<file path="config.mk">
export PLATFORM = sky130hd
export DESIGN_NAME = time_based_uuid_generator
export DESIGN_NICKNAME = d
export VERILOG_FILES = /design/src/uuidg_pkg.sv /design/src/time_based_uuid_generator.sv /design/src/uuidg_fifo.sv /design/src/uuidg_front.sv /design/src/uuidg_back.sv
export VERILOG_INCLUDE_DIRS = /design/src /design/src/src
export SDC_FILE = /design/constraint.sdc
export NUM_CORES = 2
export LEC_CHECK = 0
export BUFFER_PORTS_ARGS = -buffer_cell sky130_fd_sc_hd__buf_2
export CORE_MARGIN = 4
export CORE_UTILIZATION = 40
export CTS_CLUSTER_DIAMETER = 60
export CTS_CLUSTER_SIZE = 24
export DETAILED_ROUTE_END_ITERATION = 6
export GPL_TIMING_DRIVEN = 0
export SETUP_SLACK_MARGIN = 0.1
export SYNTH_ARGS = -nofsm -noshare
export SYNTH_HDL_FRONTEND = slang
export SYNTH_SLANG_ARGS = --single-unit
</file>
<file path="constraint.sdc">
create_clock -name clk -period 26.6 [get_ports clk]
set_clock_uncertainty 0.05 [all_clocks]
set_input_delay 0 -clock clk [delete_from_list [all_inputs] [get_ports clk]]
set_output_delay 0 -clock clk [all_outputs]
set_load 0.02 [all_outputs]
</file>
<file path="src/assert_macros.svh">
// Assertion helpers shared by the RTL files of the UUID generator.
`ifndef ASSERT_MACROS_SVH
`define ASSERT_MACROS_SVH

// Property that must hold at every clock edge outside reset.
`define UUIDG_ASSERT(lbl, clk_sig, rst_sig, prop, msg) \
  lbl: assert property (@(posedge clk_sig) disable iff (rst_sig) (prop)) else $error(msg);

// Condition that must be followed by a consequence at the next edge.
`define UUIDG_ASSERT_NEXT(lbl, clk_sig, rst_sig, ante, cons, msg) \
  lbl: assert property (@(posedge clk_sig) disable iff (rst_sig) (ante) |=> (cons)) \
    else $error(msg);

`endif

</file>
<file path="src/uuidg_pkg.sv">
`timescale 1ns / 1ps
// ----------------------------------------------------------------------------
// UUID generator package
// Shared request codes, constants and the queue item type.
// ----------------------------------------------------------------------------
package uuidg_pkg;

  // Requested UUID kind.
  localparam logic [1:0] OP_V1 = 2'd0;
  localparam logic [1:0] OP_V6 = 2'd1;
  localparam logic [1:0] OP_V4 = 2'd2;
  localparam logic [1:0] OP_V7 = 2'd3;

  // Ticks between 1582-10-15 and the Unix epoch, in 100 ns units.
  localparam logic [59:0] EPOCH_OFFSET = 60'h1B21DD213814000;
  // Ticks per millisecond.
  localparam logic [13:0] MSEC_TICKS = 14'd10000;
  // Division by 100 of a 14-bit value: (x * 5243) >> 19 is exact there.
  localparam logic [12:0] NS_DIV_MUL = 13'd5243;
  localparam int NS_DIV_SHIFT = 19;

  // Version nibbles and the RFC variant bits.
  localparam logic [3:0] VER_1 = 4'h1;
  localparam logic [3:0] VER_6 = 4'h6;
  localparam logic [3:0] VER_4 = 4'h4;
  localparam logic [3:0] VER_7 = 4'h7;
  localparam logic [1:0] VARIANT = 2'b10;

  // Default queue depths.
  localparam int QUEUE_DEPTH = 2;
  localparam int RESULT_DEPTH = 2;

  // Item passed from the front end to the back end.
  typedef struct packed {
    logic [1:0]  op;
    logic        custom;
    logic [59:0] now_ticks;
    logic [59:0] tick_prod;
    logic [7:0]  ns_quot;
    logic        use_clockseq;
    logic [13:0] clockseq_value;
    logic        use_node;
    logic [47:0] node_value;
    logic [63:0] fmt_high;
    logic [63:0] fmt_low;
  } entry_t;

  // Per-version generator state.
  typedef struct packed {
    logic        ready;
    logic [59:0] last_time;
    logic [13:0] seq_num;
    logic [47:0] node;
  } time_state_t;

endpackage

</file>
<file path="src/time_based_uuid_generator.sv">
`timescale 1ns / 1ps
// An accepted item passes from the request queue through the back end into the
// result queue, from which it can be popped.
// Throughput: one item per cycle while the result queue is not full; the v1/v6
// state update in the back end is one 60-bit compare and increment.
// A two-entry queue parts front and back, a two-entry result queue the output.
// Reset: synchronous, active high; clears v1/v6 state, both queues, and
// loads the seed registers with their defaults.
// ----------------------------------------------------------------------------
// Time-based UUID generator
// Produces version 1, 6, 4 and 7 UUIDs, one per request.
// ----------------------------------------------------------------------------
module time_based_uuid_generator #(
  parameter int QUEUE_DEPTH  = uuidg_pkg::QUEUE_DEPTH,
  parameter int RESULT_DEPTH = uuidg_pkg::RESULT_DEPTH
) (
  input  logic        clk,
  input  logic        rst,
  // Configuration port
  input  logic        psel,
  input  logic        penable,
  input  logic        pwrite,
  input  logic [3:0]  paddr,
  input  logic [63:0] pwdata,
  output logic [63:0] prdata,
  output logic        pready,
  // Request side
  input  logic        push,
  output logic        full,
  input  logic [1:0]  op,
  input  logic [59:0] now_ticks,
  input  logic [47:0] now_msecs,
  input  logic        use_custom_time,
  input  logic [47:0] caller_msecs,
  input  logic [13:0] caller_nsecs,
  input  logic        use_clockseq,
  input  logic [13:0] clockseq_value,
  input  logic        use_node,
  input  logic [47:0] node_value,
  input  logic [63:0] random_high,
  input  logic [63:0] random_low,
  // Result side
  input  logic        pop,
  output logic        empty,
  output logic [63:0] uuid_high,
  output logic [63:0] uuid_low
);
  import uuidg_pkg::*;

  localparam int EntryW = $bits(entry_t);

  logic [47:0]  node_seed;
  logic [13:0]  clock_seq_seed;
  logic         cfg_write;
  entry_t       front_entry;
  entry_t       back_entry;
  logic         q_empty;
  logic         back_take;
  logic         res_full;
  logic [63:0]  res_high;
  logic [63:0]  res_low;
  logic [127:0] res_dout;

  // Configuration registers: node seed at 0, clock sequence seed at 8.
  assign pready    = 1'b1;
  assign cfg_write = psel && penable && pwrite && pready;
  assign prdata    = paddr[3] ? {50'd0, clock_seq_seed} : {16'd0, node_seed};

  always_ff @(posedge clk) begin
    if (rst) begin
      node_seed      <= 48'h010000000000;
      clock_seq_seed <= '0;
    end else if (cfg_write) begin
      if (paddr[3]) begin
        clock_seq_seed <= pwdata[13:0];
      end else begin
        node_seed <= pwdata[47:0];
      end
    end
  end

  // Front end: classify and precompute.
  uuidg_front u_front (
    .op              (op),
    .now_ticks       (now_ticks),
    .now_msecs       (now_msecs),
    .use_custom_time (use_custom_time),
    .caller_msecs    (caller_msecs),
    .caller_nsecs    (caller_nsecs),
    .use_clockseq    (use_clockseq),
    .clockseq_value  (clockseq_value),
    .use_node        (use_node),
    .node_value      (node_value),
    .random_high     (random_high),
    .random_low      (random_low),
    .entry           (front_entry)
  );

  // Queue between front and back.
  uuidg_fifo #(
    .Width (EntryW),
    .Depth (QUEUE_DEPTH)
  ) u_req_q (
    .clk   (clk),
    .rst   (rst),
    .push  (push),
    .din   (front_entry),
    .full  (full),
    .pop   (back_take),
    .dout  (back_entry),
    .empty (q_empty)
  );

  // Back end: state and formatting.
  uuidg_back u_back (
    .clk            (clk),
    .rst            (rst),
    .node_seed      (node_seed),
    .clock_seq_seed (clock_seq_seed),
    .in_valid       (!q_empty),
    .in_entry       (back_entry),
    .in_take        (back_take),
    .out_full       (res_full),
    .res_high       (res_high),
    .res_low        (res_low)
  );

  // Result queue toward the consumer.
  uuidg_fifo #(
    .Width (128),
    .Depth (RESULT_DEPTH)
  ) u_res_q (
    .clk   (clk),
    .rst   (rst),
    .push  (back_take),
    .din   ({res_high, res_low}),
    .full  (res_full),
    .pop   (pop),
    .dout  (res_dout),
    .empty (empty)
  );

  assign uuid_high = res_dout[127:64];
  assign uuid_low  = res_dout[63:0];

endmodule

</file>
<file path="src/uuidg_fifo.sv">
`timescale 1ns / 1ps
// ----------------------------------------------------------------------------
// UUID generator queue
// Small register queue with full and empty flags.
// ----------------------------------------------------------------------------
`include "assert_macros.svh"

module uuidg_fifo #(
  parameter int Width = 8,
  parameter int Depth = 2
) (
  input  logic             clk,
  input  logic             rst,
  input  logic             push,
  input  logic [Width-1:0] din,
  output logic             full,
  input  logic             pop,
  output logic [Width-1:0] dout,
  output logic             empty
);

  localparam int AW = (Depth > 1) ? $clog2(Depth) : 1;
  localparam int CW = $clog2(Depth + 1);

  logic [Width-1:0] mem [Depth];
  logic [AW-1:0]    wr_ptr;
  logic [AW-1:0]    rd_ptr;
  logic [CW-1:0]    count;
  logic             do_push;
  logic             do_pop;

  assign full    = (count == CW'(Depth));
  assign empty   = (count == '0);
  assign do_push = push && !full;
  assign do_pop  = pop && !empty;
  assign dout    = mem[rd_ptr];

  // Storage is written without reset; only the pointers and the count are control state.
  always_ff @(posedge clk) begin
    if (do_push) begin
      mem[wr_ptr] <= din;
    end
  end

  // Pointers wrap at the depth, the count tracks occupancy.
  always_ff @(posedge clk) begin
    if (rst) begin
      wr_ptr <= '0;
      rd_ptr <= '0;
      count  <= '0;
    end else begin
      if (do_push) begin
        wr_ptr <= (wr_ptr == AW'(Depth - 1)) ? '0 : wr_ptr + 1'b1;
      end
      if (do_pop) begin
        rd_ptr <= (rd_ptr == AW'(Depth - 1)) ? '0 : rd_ptr + 1'b1;
      end
      if (do_push && !do_pop) begin
        count <= count + 1'b1;
      end else if (do_pop && !do_push) begin
        count <= count - 1'b1;
      end
    end
  end

  `UUIDG_ASSERT(a_count_bound, clk, rst, count <= CW'(Depth), "queue count above depth")
  `UUIDG_ASSERT_NEXT(a_push_grows, clk, rst, do_push && !do_pop, count == $past(count) + 1'b1, "queue count did not grow on push")
  `UUIDG_ASSERT(a_full_empty, clk, rst, !(full && empty), "queue full and empty at once")

endmodule

</file>
<file path="src/uuidg_front.sv">
`timescale 1ns / 1ps
// ----------------------------------------------------------------------------
// UUID generator front end
// Classifies each request, forms the random-based UUIDs and prepares the
// custom-time products for the back end.
// ----------------------------------------------------------------------------
module uuidg_front (
  input  logic              [1:0]  op,
  input  logic              [59:0] now_ticks,
  input  logic              [47:0] now_msecs,
  input  logic                     use_custom_time,
  input  logic              [47:0] caller_msecs,
  input  logic              [13:0] caller_nsecs,
  input  logic                     use_clockseq,
  input  logic              [13:0] clockseq_value,
  input  logic                     use_node,
  input  logic              [47:0] node_value,
  input  logic              [63:0] random_high,
  input  logic              [63:0] random_low,
  output uuidg_pkg::entry_t        entry
);
  import uuidg_pkg::*;

  logic [61:0] ms_prod;
  logic [26:0] ns_prod;
  logic [47:0] v7_msecs;

  // Custom time: milliseconds to ticks, nanoseconds divided by 100.
  assign ms_prod  = caller_msecs * MSEC_TICKS;
  assign ns_prod  = caller_nsecs * NS_DIV_MUL;
  assign v7_msecs = use_custom_time ? caller_msecs : now_msecs;

  // Pack the item; random kinds are finished here.
  always_comb begin
    entry                = '0;
    entry.op             = op;
    entry.custom         = use_custom_time;
    entry.now_ticks      = now_ticks;
    entry.tick_prod      = ms_prod[59:0];
    entry.ns_quot        = ns_prod[NS_DIV_SHIFT +: 8];
    entry.use_clockseq   = use_clockseq;
    entry.clockseq_value = clockseq_value;
    entry.use_node       = use_node;
    entry.node_value     = node_value;
    entry.fmt_low        = {VARIANT, random_low[61:0]};
    unique case (op)
      OP_V4: entry.fmt_high = {random_high[63:16], VER_4, random_high[11:0]};
      OP_V7: entry.fmt_high = {v7_msecs, VER_7, random_high[11:0]};
      default: entry.fmt_high = '0;
    endcase
  end

endmodule

</file>
<file path="src/uuidg_back.sv">
`timescale 1ns / 1ps
// ----------------------------------------------------------------------------
// UUID generator back end
// Holds the v1 and v6 state, applies overrides and the monotonic rule, and
// formats the time-based UUIDs.
// ----------------------------------------------------------------------------
`include "assert_macros.svh"

module uuidg_back (
  input  logic                     clk,
  input  logic                     rst,
  input  logic              [47:0] node_seed,
  input  logic              [13:0] clock_seq_seed,
  input  logic                     in_valid,
  input  uuidg_pkg::entry_t        in_entry,
  output logic                     in_take,
  input  logic                     out_full,
  output logic              [63:0] res_high,
  output logic              [63:0] res_low
);
  import uuidg_pkg::*;

  time_state_t v1_st;
  time_state_t v6_st;
  time_state_t cur;
  time_state_t upd;
  logic        is_time;
  logic        sel_v6;
  logic        plain;
  logic [59:0] ts_custom;
  logic [59:0] ts_in;
  logic [59:0] ts;
  logic [13:0] seq_base;

  assign in_take = in_valid && !out_full;
  assign is_time = (in_entry.op == OP_V1) || (in_entry.op == OP_V6);
  assign sel_v6  = (in_entry.op == OP_V6);
  assign plain   = !in_entry.custom && !in_entry.use_clockseq;
  assign cur     = sel_v6 ? v6_st : v1_st;

  // Custom timestamp wraps modulo 2^60.
  assign ts_custom = in_entry.tick_prod + EPOCH_OFFSET + {52'd0, in_entry.ns_quot};
  assign ts_in     = in_entry.custom ? ts_custom : in_entry.now_ticks;

  // Seed on first use, then overrides, then the monotonic fix.
  always_comb begin
    upd       = cur;
    upd.ready = 1'b1;
    if (!cur.ready) begin
      upd.node = {node_seed[47:41], 1'b1, node_seed[39:0]};
    end
    seq_base = cur.ready ? cur.seq_num : clock_seq_seed;
    if (in_entry.use_node) begin
      upd.node = in_entry.node_value;
    end
    upd.seq_num = in_entry.use_clockseq ? in_entry.clockseq_value : seq_base;
    ts = ts_in;
    if (plain) begin
      if (ts_in <= cur.last_time) begin
        ts          = cur.last_time + 1'b1;
        upd.seq_num = seq_base + 1'b1;
      end
      upd.last_time = ts;
    end
  end

  // Result formatting for every kind.
  always_comb begin
    res_low = in_entry.fmt_low;
    unique case (in_entry.op)
      OP_V1: begin
        res_high = {ts[31:0], ts[47:32], VER_1, ts[59:48]};
        res_low  = {VARIANT, upd.seq_num, upd.node};
      end
      OP_V6: begin
        res_high = {ts[59:12], VER_6, ts[11:0]};
        res_low  = {VARIANT, upd.seq_num, upd.node};
      end
      default: res_high = in_entry.fmt_high;
    endcase
  end

  // State of the selected version is updated when an item is taken.
  always_ff @(posedge clk) begin
    if (rst) begin
      v1_st <= '0;
      v6_st <= '0;
    end else if (in_take && is_time) begin
      if (sel_v6) begin
        v6_st <= upd;
      end else begin
        v1_st <= upd;
      end
    end
  end

  `UUIDG_ASSERT_NEXT(a_v1_time_moves, clk, rst, in_take && (in_entry.op == OP_V1) && plain, v1_st.last_time != $past(v1_st.last_time), "v1 timestamp did not advance")
  `UUIDG_ASSERT_NEXT(a_v6_time_moves, clk, rst, in_take && (in_entry.op == OP_V6) && plain, v6_st.last_time != $past(v6_st.last_time), "v6 timestamp did not advance")
  `UUIDG_ASSERT(a_v1_ready_holds, clk, rst, !$fell(v1_st.ready) || $past(rst), "v1 state lost its ready flag")

endmodule

</file>
Word level (Yosys, flattened, before mapping)
Memory sizes are Yosys's and may differ from the RTL's. A register that Yosys moved wholly into a read port is not among the register bits.
Index checks and enable logic that the tools add are counted.
{"block": "totals", "ramBits": 890, "n_memories": 2, "wordCells": 105, "rom_bits": 0, "latchBits": 0, "inputBits": 440, "register_bits": 316}
{"memory": "u_req_q.mem", "words": 2, "word_bits": 317, "rd": 1, "rd_ports_with_merged_regs": 1, "wr": 1, "line": "uuidg_fifo.sv:25", "source": "logic [Width-1:0] mem [Depth];"}
{"memory": "u_res_q.mem", "words": 2, "word_bits": 128, "rd": 1, "rd_ports_with_merged_regs": 1, "wr": 1, "line": "uuidg_fifo.sv:25"}
{"block": "op_classes", "n_mul": 2, "bitwise": 2, "div_mod_pow": 0, "muxes": 31, "shifts": 0, "n_eq_ne": 5, "reduce_logical": 34, "magnitude_cmp": 1, "add_sub_neg": 12}
{"cell": "$pmux 64 s2", "n": 2}
{"cell": "$mux 48", "n": 4}
{"cell": "$mux 60", "n": 3}
{"cell": "$mux 123", "n": 1}
{"cell": "$mux 74", "n": 1}
{"cell": "$mux 64", "n": 1}
{"cell": "$add 60x1->60 const B", "n": 1}
{"cell": "$add 60x57->60 const B", "n": 1}
{"cell": "$add 60x8->60", "n": 1}
{"cell": "$le 60x60->1", "n": 1}
{"cell": "$mul 48x10->56 const B", "n": 1}
{"cell": "$mux 14", "n": 3}
{"cell": "$mul 14x13->27 const B", "n": 1}
{"cell": "$add 14x1->14 const B", "n": 1}
{"cell": "$logic_and 1x1->1", "n": 13}
{"cell": "$mux 1", "n": 12}
{"cell": "$logic_not 1->1", "n": 10}
{"cell": "$eq 2x2->1 const B", "n": 4}
{"cell": "$mux 2", "n": 4}
{"cell": "$reduce_and 2->1", "n": 4}
{"cell": "$logic_not 2->1", "n": 3}
{"cell": "$add 1x1->1 const B", "n": 4}
{"cell": "$add 2x1->2 const B", "n": 2}
{"cell": "$reduce_bool 2->1", "n": 2}
{"cell": "5 further kinds", "n": 7}

Logic depth before layout (Yosys ltp)
{"block": "logic_depth", "ltp_word": 8, "mapped_depth": 40, "mapped_depth_nobuf": 27}

Cells and area by module
From an unflattened synthesis, not the netlist that was laid out.
{"block": "hier_totals", "hier_cells": 6585, "area_unflattened_um2": 73699.4}
{"mod": "uuidg_fifo at u_req_q", "n_inst": 1, "area_each_um2": 24638.6, "cells_per_inst": 1030, "seq_area_each_um2": 19498.7}
{"mod": "uuidg_back", "n_inst": 1, "area_each_um2": 22112.5, "cells_per_inst": 3142, "seq_area_each_um2": 4924.7}
{"mod": "uuidg_front", "n_inst": 1, "area_each_um2": 14274.9, "cells_per_inst": 1662, "seq_area_each_um2": 0.0}
{"mod": "uuidg_fifo at u_res_q", "n_inst": 1, "area_each_um2": 9489.1, "cells_per_inst": 423, "seq_area_each_um2": 7787.5}
{"mod": "time_based_uuid_generator", "n_inst": 1, "area_each_um2": 3184.3, "cells_per_inst": 328, "seq_area_each_um2": 1241.2}

Least setup slack after synthesis
Ideal clock, no wire load.
{"block": "synth_path", "path_type": "flip-flop to flip-flop", "from": "register u_req_q.count[0]", "to": "memory u_req_q.mem[0][0] (netlist bit), enable pin", "synth_period_minus_slack_ns": 14.700, "slack_ns": 11.900, "t_arrival_ns": 13.653, "n_path_buf": 0, "stages_incl_launch_ff": 4, "cell_sequence": "dfxtp_1 > nand2b_1 > nand2_1 > nor2_1"}
{"block": "synth_via", "elab_chain_len": 5}
{"item": "start, declared", "line": "uuidg_fifo.sv:28", "source": "logic [CW-1:0] count;"}
{"item": "start signal, assigned", "line": "uuidg_fifo.sv:59", "source": "count <= count + 1'b1;"}
{"item": "start signal, assigned", "line": "uuidg_fifo.sv:61", "source": "count <= count - 1'b1;"}
{"item": "$eq 2x2->1", "line": "uuidg_fifo.sv:32", "source": "assign full = (count == CW'(Depth));"}
{"item": "$logic_not 1->1", "line": "uuidg_fifo.sv:34", "source": "assign do_push = push && !full;"}
{"item": "$logic_and 1x1->1", "line": "uuidg_fifo.sv:34"}
{"item": "$mux 1", "line": "uuidg_fifo.sv:40", "source": "if (do_push) begin"}
{"item": "$mux 1 (not written as such)", "line": "uuidg_fifo.sv:41", "source": "mem[wr_ptr] <= din;"}
{"item": "end, declared", "line": "uuidg_fifo.sv:25"}
No other way between the ends.

==> out/metrics.csv <==
stage;metric;value;unit
outcome;status;finished with violations;
critical_path;cp-end-kind;flip-flop;
cts;clk_pin_slew;0.08;ns
power;peakVddDrop;0.0000647;V
placed_design;io_buffers;588;
timing;min_period;14.45;ns
drt;met3_length;19.8;mm
cts;clock_path_buffers;3;
timing;period_share;0.543;
final_layout;drive_above_1_share;0.147;
global_route;grt_max_degree;62;
yosys;syn_avg_cell_area;10.7;sq um
yosys;synth-seq-cells;1198;
yosys;synth_edf_count;880;
timing;fmax;69.2;MHz
critical_path;worst-endpoint-arrival;14.82;ns
yosys;synth_most_common_cell;edfxtp_1;
global_route;grt_overflow_total;0;
cts;clock-sinks;1198;
yosys;synth_top_area_cell;edfxtp_1;
global_route;grt_pass1_wl;379;mm
critical_path;critical_path_class;flip-flop to flip-flop;
timing;rsz0062_at_grt;no;
power;power.density;116;nW/um^2
critical_path;slowest_delay;1.08;ns
yosys;ys.flop_type;edfxtp_1;
critical_path;cp_num_buf_inv;14;
critical_path;cp-start-kind;flip-flop;
global_route;grt_usage;0.296;
cts;cts_tree;yes;
global_route;first_global_vias;55100;
floorplan;die_w;418;microns
drt;wl_per_cell;27.0;microns
yosys;synth_cell_types;111;
final_layout;area_growth_syn_to_layout;23.9;%
timing;fin_tns_setup;0;ns
outcome;violations;DRC;
timing;setup_violations;0;
drt;ant_nets;0;
yosys;synth_area_leaders;edfxtp_1 (39%), dfxtp_1 (9.4%), ha_1 (6.0%);
hold_path;holdCritStartpoint;clockseq_value[11];
final_layout;final_area;83500;sq um
yosys;ys_seq_area_frac;0.487;
drt;wirelength;268;mm
flow_run;maxCapViolCount;0;
yosys;synthCells;6284;
placed_design;dpl.hpwl;207;mm
yosys;yosys_warnings;0;
drt;top_layer;met5;
timing;tightest_slew;1.45;ns
yosys;synthesis.area;67400;sq um
power;power.leakage;33.3;nW
cts;post_cts_resize_count;0;
timing;slew_violations;0;
cts;cts_buffers;94;
drt;vias_per_cell;5.64;
placed_design;placed_area;73800;sq um
drt;firstDrtPassIters;7;
yosys;synth_async_sr_flop_share;0;
yosys;yosys.area.top_type_share;0.392;
floorplan;die_h;418;microns
floorplan;die-area;175000;sq um
drt;routed-via-count;56000;
drt;wl_met2;123;mm
cts;post-cts-setup-buffer-count;0;
floorplan;io_pins;635;
final_layout;fin_util;0.499;
critical_path;cp_top_family;compound AO/OA/AOI/OAI gates;
placed_design;place.gp.congestion;1.04;
floorplan;start_util;0.403;
floorplan;fp.coreArea;167000;sq um
critical_path;cp.required;26.97;ns
cts;holdBufCountCts;616;
timing;final_hold_viol_count;0;
critical_path;crit_slowest_cell;o21ai_0;
global_route;antenna_found_initial;26;
timing;relSlewSlack;0.0258;
final_layout;nets;8587;
drt;route.detailed.drc;11;
cts;cts-root-buf;clkbuf_16;
cts;htree_levels;3;
drt;wl_met1;104;mm
cts;worstSkewPairLatency;0.77;ns
hold_path;holdCritPathClass;input port to flip-flop;
drt;drt_iter0_drc;6181;
critical_path;crit_fanout;10;
floorplan;rows;150;
yosys;synthTopCellsByCount;edfxtp_1 (880), nand2_1 (586), a21oi_1 (543), nor2_1 (543), inv_1 (460);
critical_path;path_common_cell;buf_4;
==> layout by cell type (no fill, tap or decap), types with 98 or more instances in the layout <==
| master | instances |
|---|---|
| edfxtp_1 | 880 |
| buf_2 | 649 |
| dlygate4sd3_1 | 616 |
| nand2_1 | 586 |
| a21oi_1 | 543 |
| nor2_1 | 541 |
| inv_1 | 460 |
| mux2i_1 | 329 |
| ha_1 | 325 |
| dfxtp_1 | 318 |
| clkbuf_1 | 229 |
| o21ai_0 | 223 |
| mux2_2 | 199 |
| fa_1 | 195 |
| a211oi_1 | 135 |
| nor2b_1 | 134 |
| xnor2_1 | 111 |
| nand3_1 | 98 |
==> cells by family after synthesis <==
logic type,after synthesis,share of synthesized area
and+or+nand+nor,1636,0.110
AOI/OAI and AO/OA,1390,0.130
DFF,1198,0.487
buffers and inverters,833,0.0499
muxes,528,0.0821
adders and majority gates,520,0.118
xor gates and xnor gates,177,0.0230
other,2,0.000111
==> layout make-up <==
cell class	count	area [sq um]
clock inverter	77	1130
multi-input combinational	4271	31300
tap	2204	2760
buffer	371	1630
clock buffer	98	2380
sequential	1198	32800
timing repair buffer	1229	9690
inverter	462	1730
antenna	18	45.0
fill	15000	83900
==> metal layers <==
metal / GRT usage / up-vias
li1: - / 25100
met1: 0.368 / 27300
met2: 0.481 / 2862
met3: 0.0449 / 710
met4: 0.194 / 6
met5: 0 / -
==> worst paths after layout <==
check	endpoint	slack, ns	cells after the start
hold / removal	u_req_q.mem[1][186]	0.03	2
setup / recovery	u_res_q.mem[0][112]	12.15	37
setup reg to reg	u_res_q.mem[0][112]	12.15	37
hold reg to reg	u_back.v6_st[122]	0.40	2
==> power by group <==
part | total, mW | switching [mW] | internal, mW | leakage [nW]
logic | 5.23 | 3.55 | 1.68 | 20.8
clock network | 1.58 | 0.828 | 0.753 | 1.68
registers | 2.88 | 0.175 | 2.70 | 10.8
total | 9.69 | 4.55 | 5.13 | 33.3
==> through the flow <==
stage / power, mW / hold slack [ns] / std cells / worst slack [ns]
2_1_floorplan: 6.04 / 0.0489 / 6302 / 11.90
3_3_place_gp: 7.99 / 0.140 / 9094 / 3.27
3_5_place_dp: 7.93 / 0.142 / 9119 / 12.35
4_1_cts: 9.59 / 0.00244 / 9910 / 12.25
5_1_grt: 10.1 / 0.0310 / 9923 / 12.33
6_report: 9.69 / 0.0276 / 9928 / 12.15
==> sequential cells by signal, summed over array words and instances (netlist names), named ones only <==
name            flops
node_seed          48
u_res_q.mem       250
u_req_q.rd_ptr      1
u_req_q.count       2
u_req_q.mem       630
u_back.v6_st      123
u_res_q.count       2
u_req_q.wr_ptr      1
u_res_q.rd_ptr      1
clock_seq_seed     14
u_back.v1_st      123
u_res_q.wr_ptr      1
No activity file was read; power rests on OpenSTA's default activity.
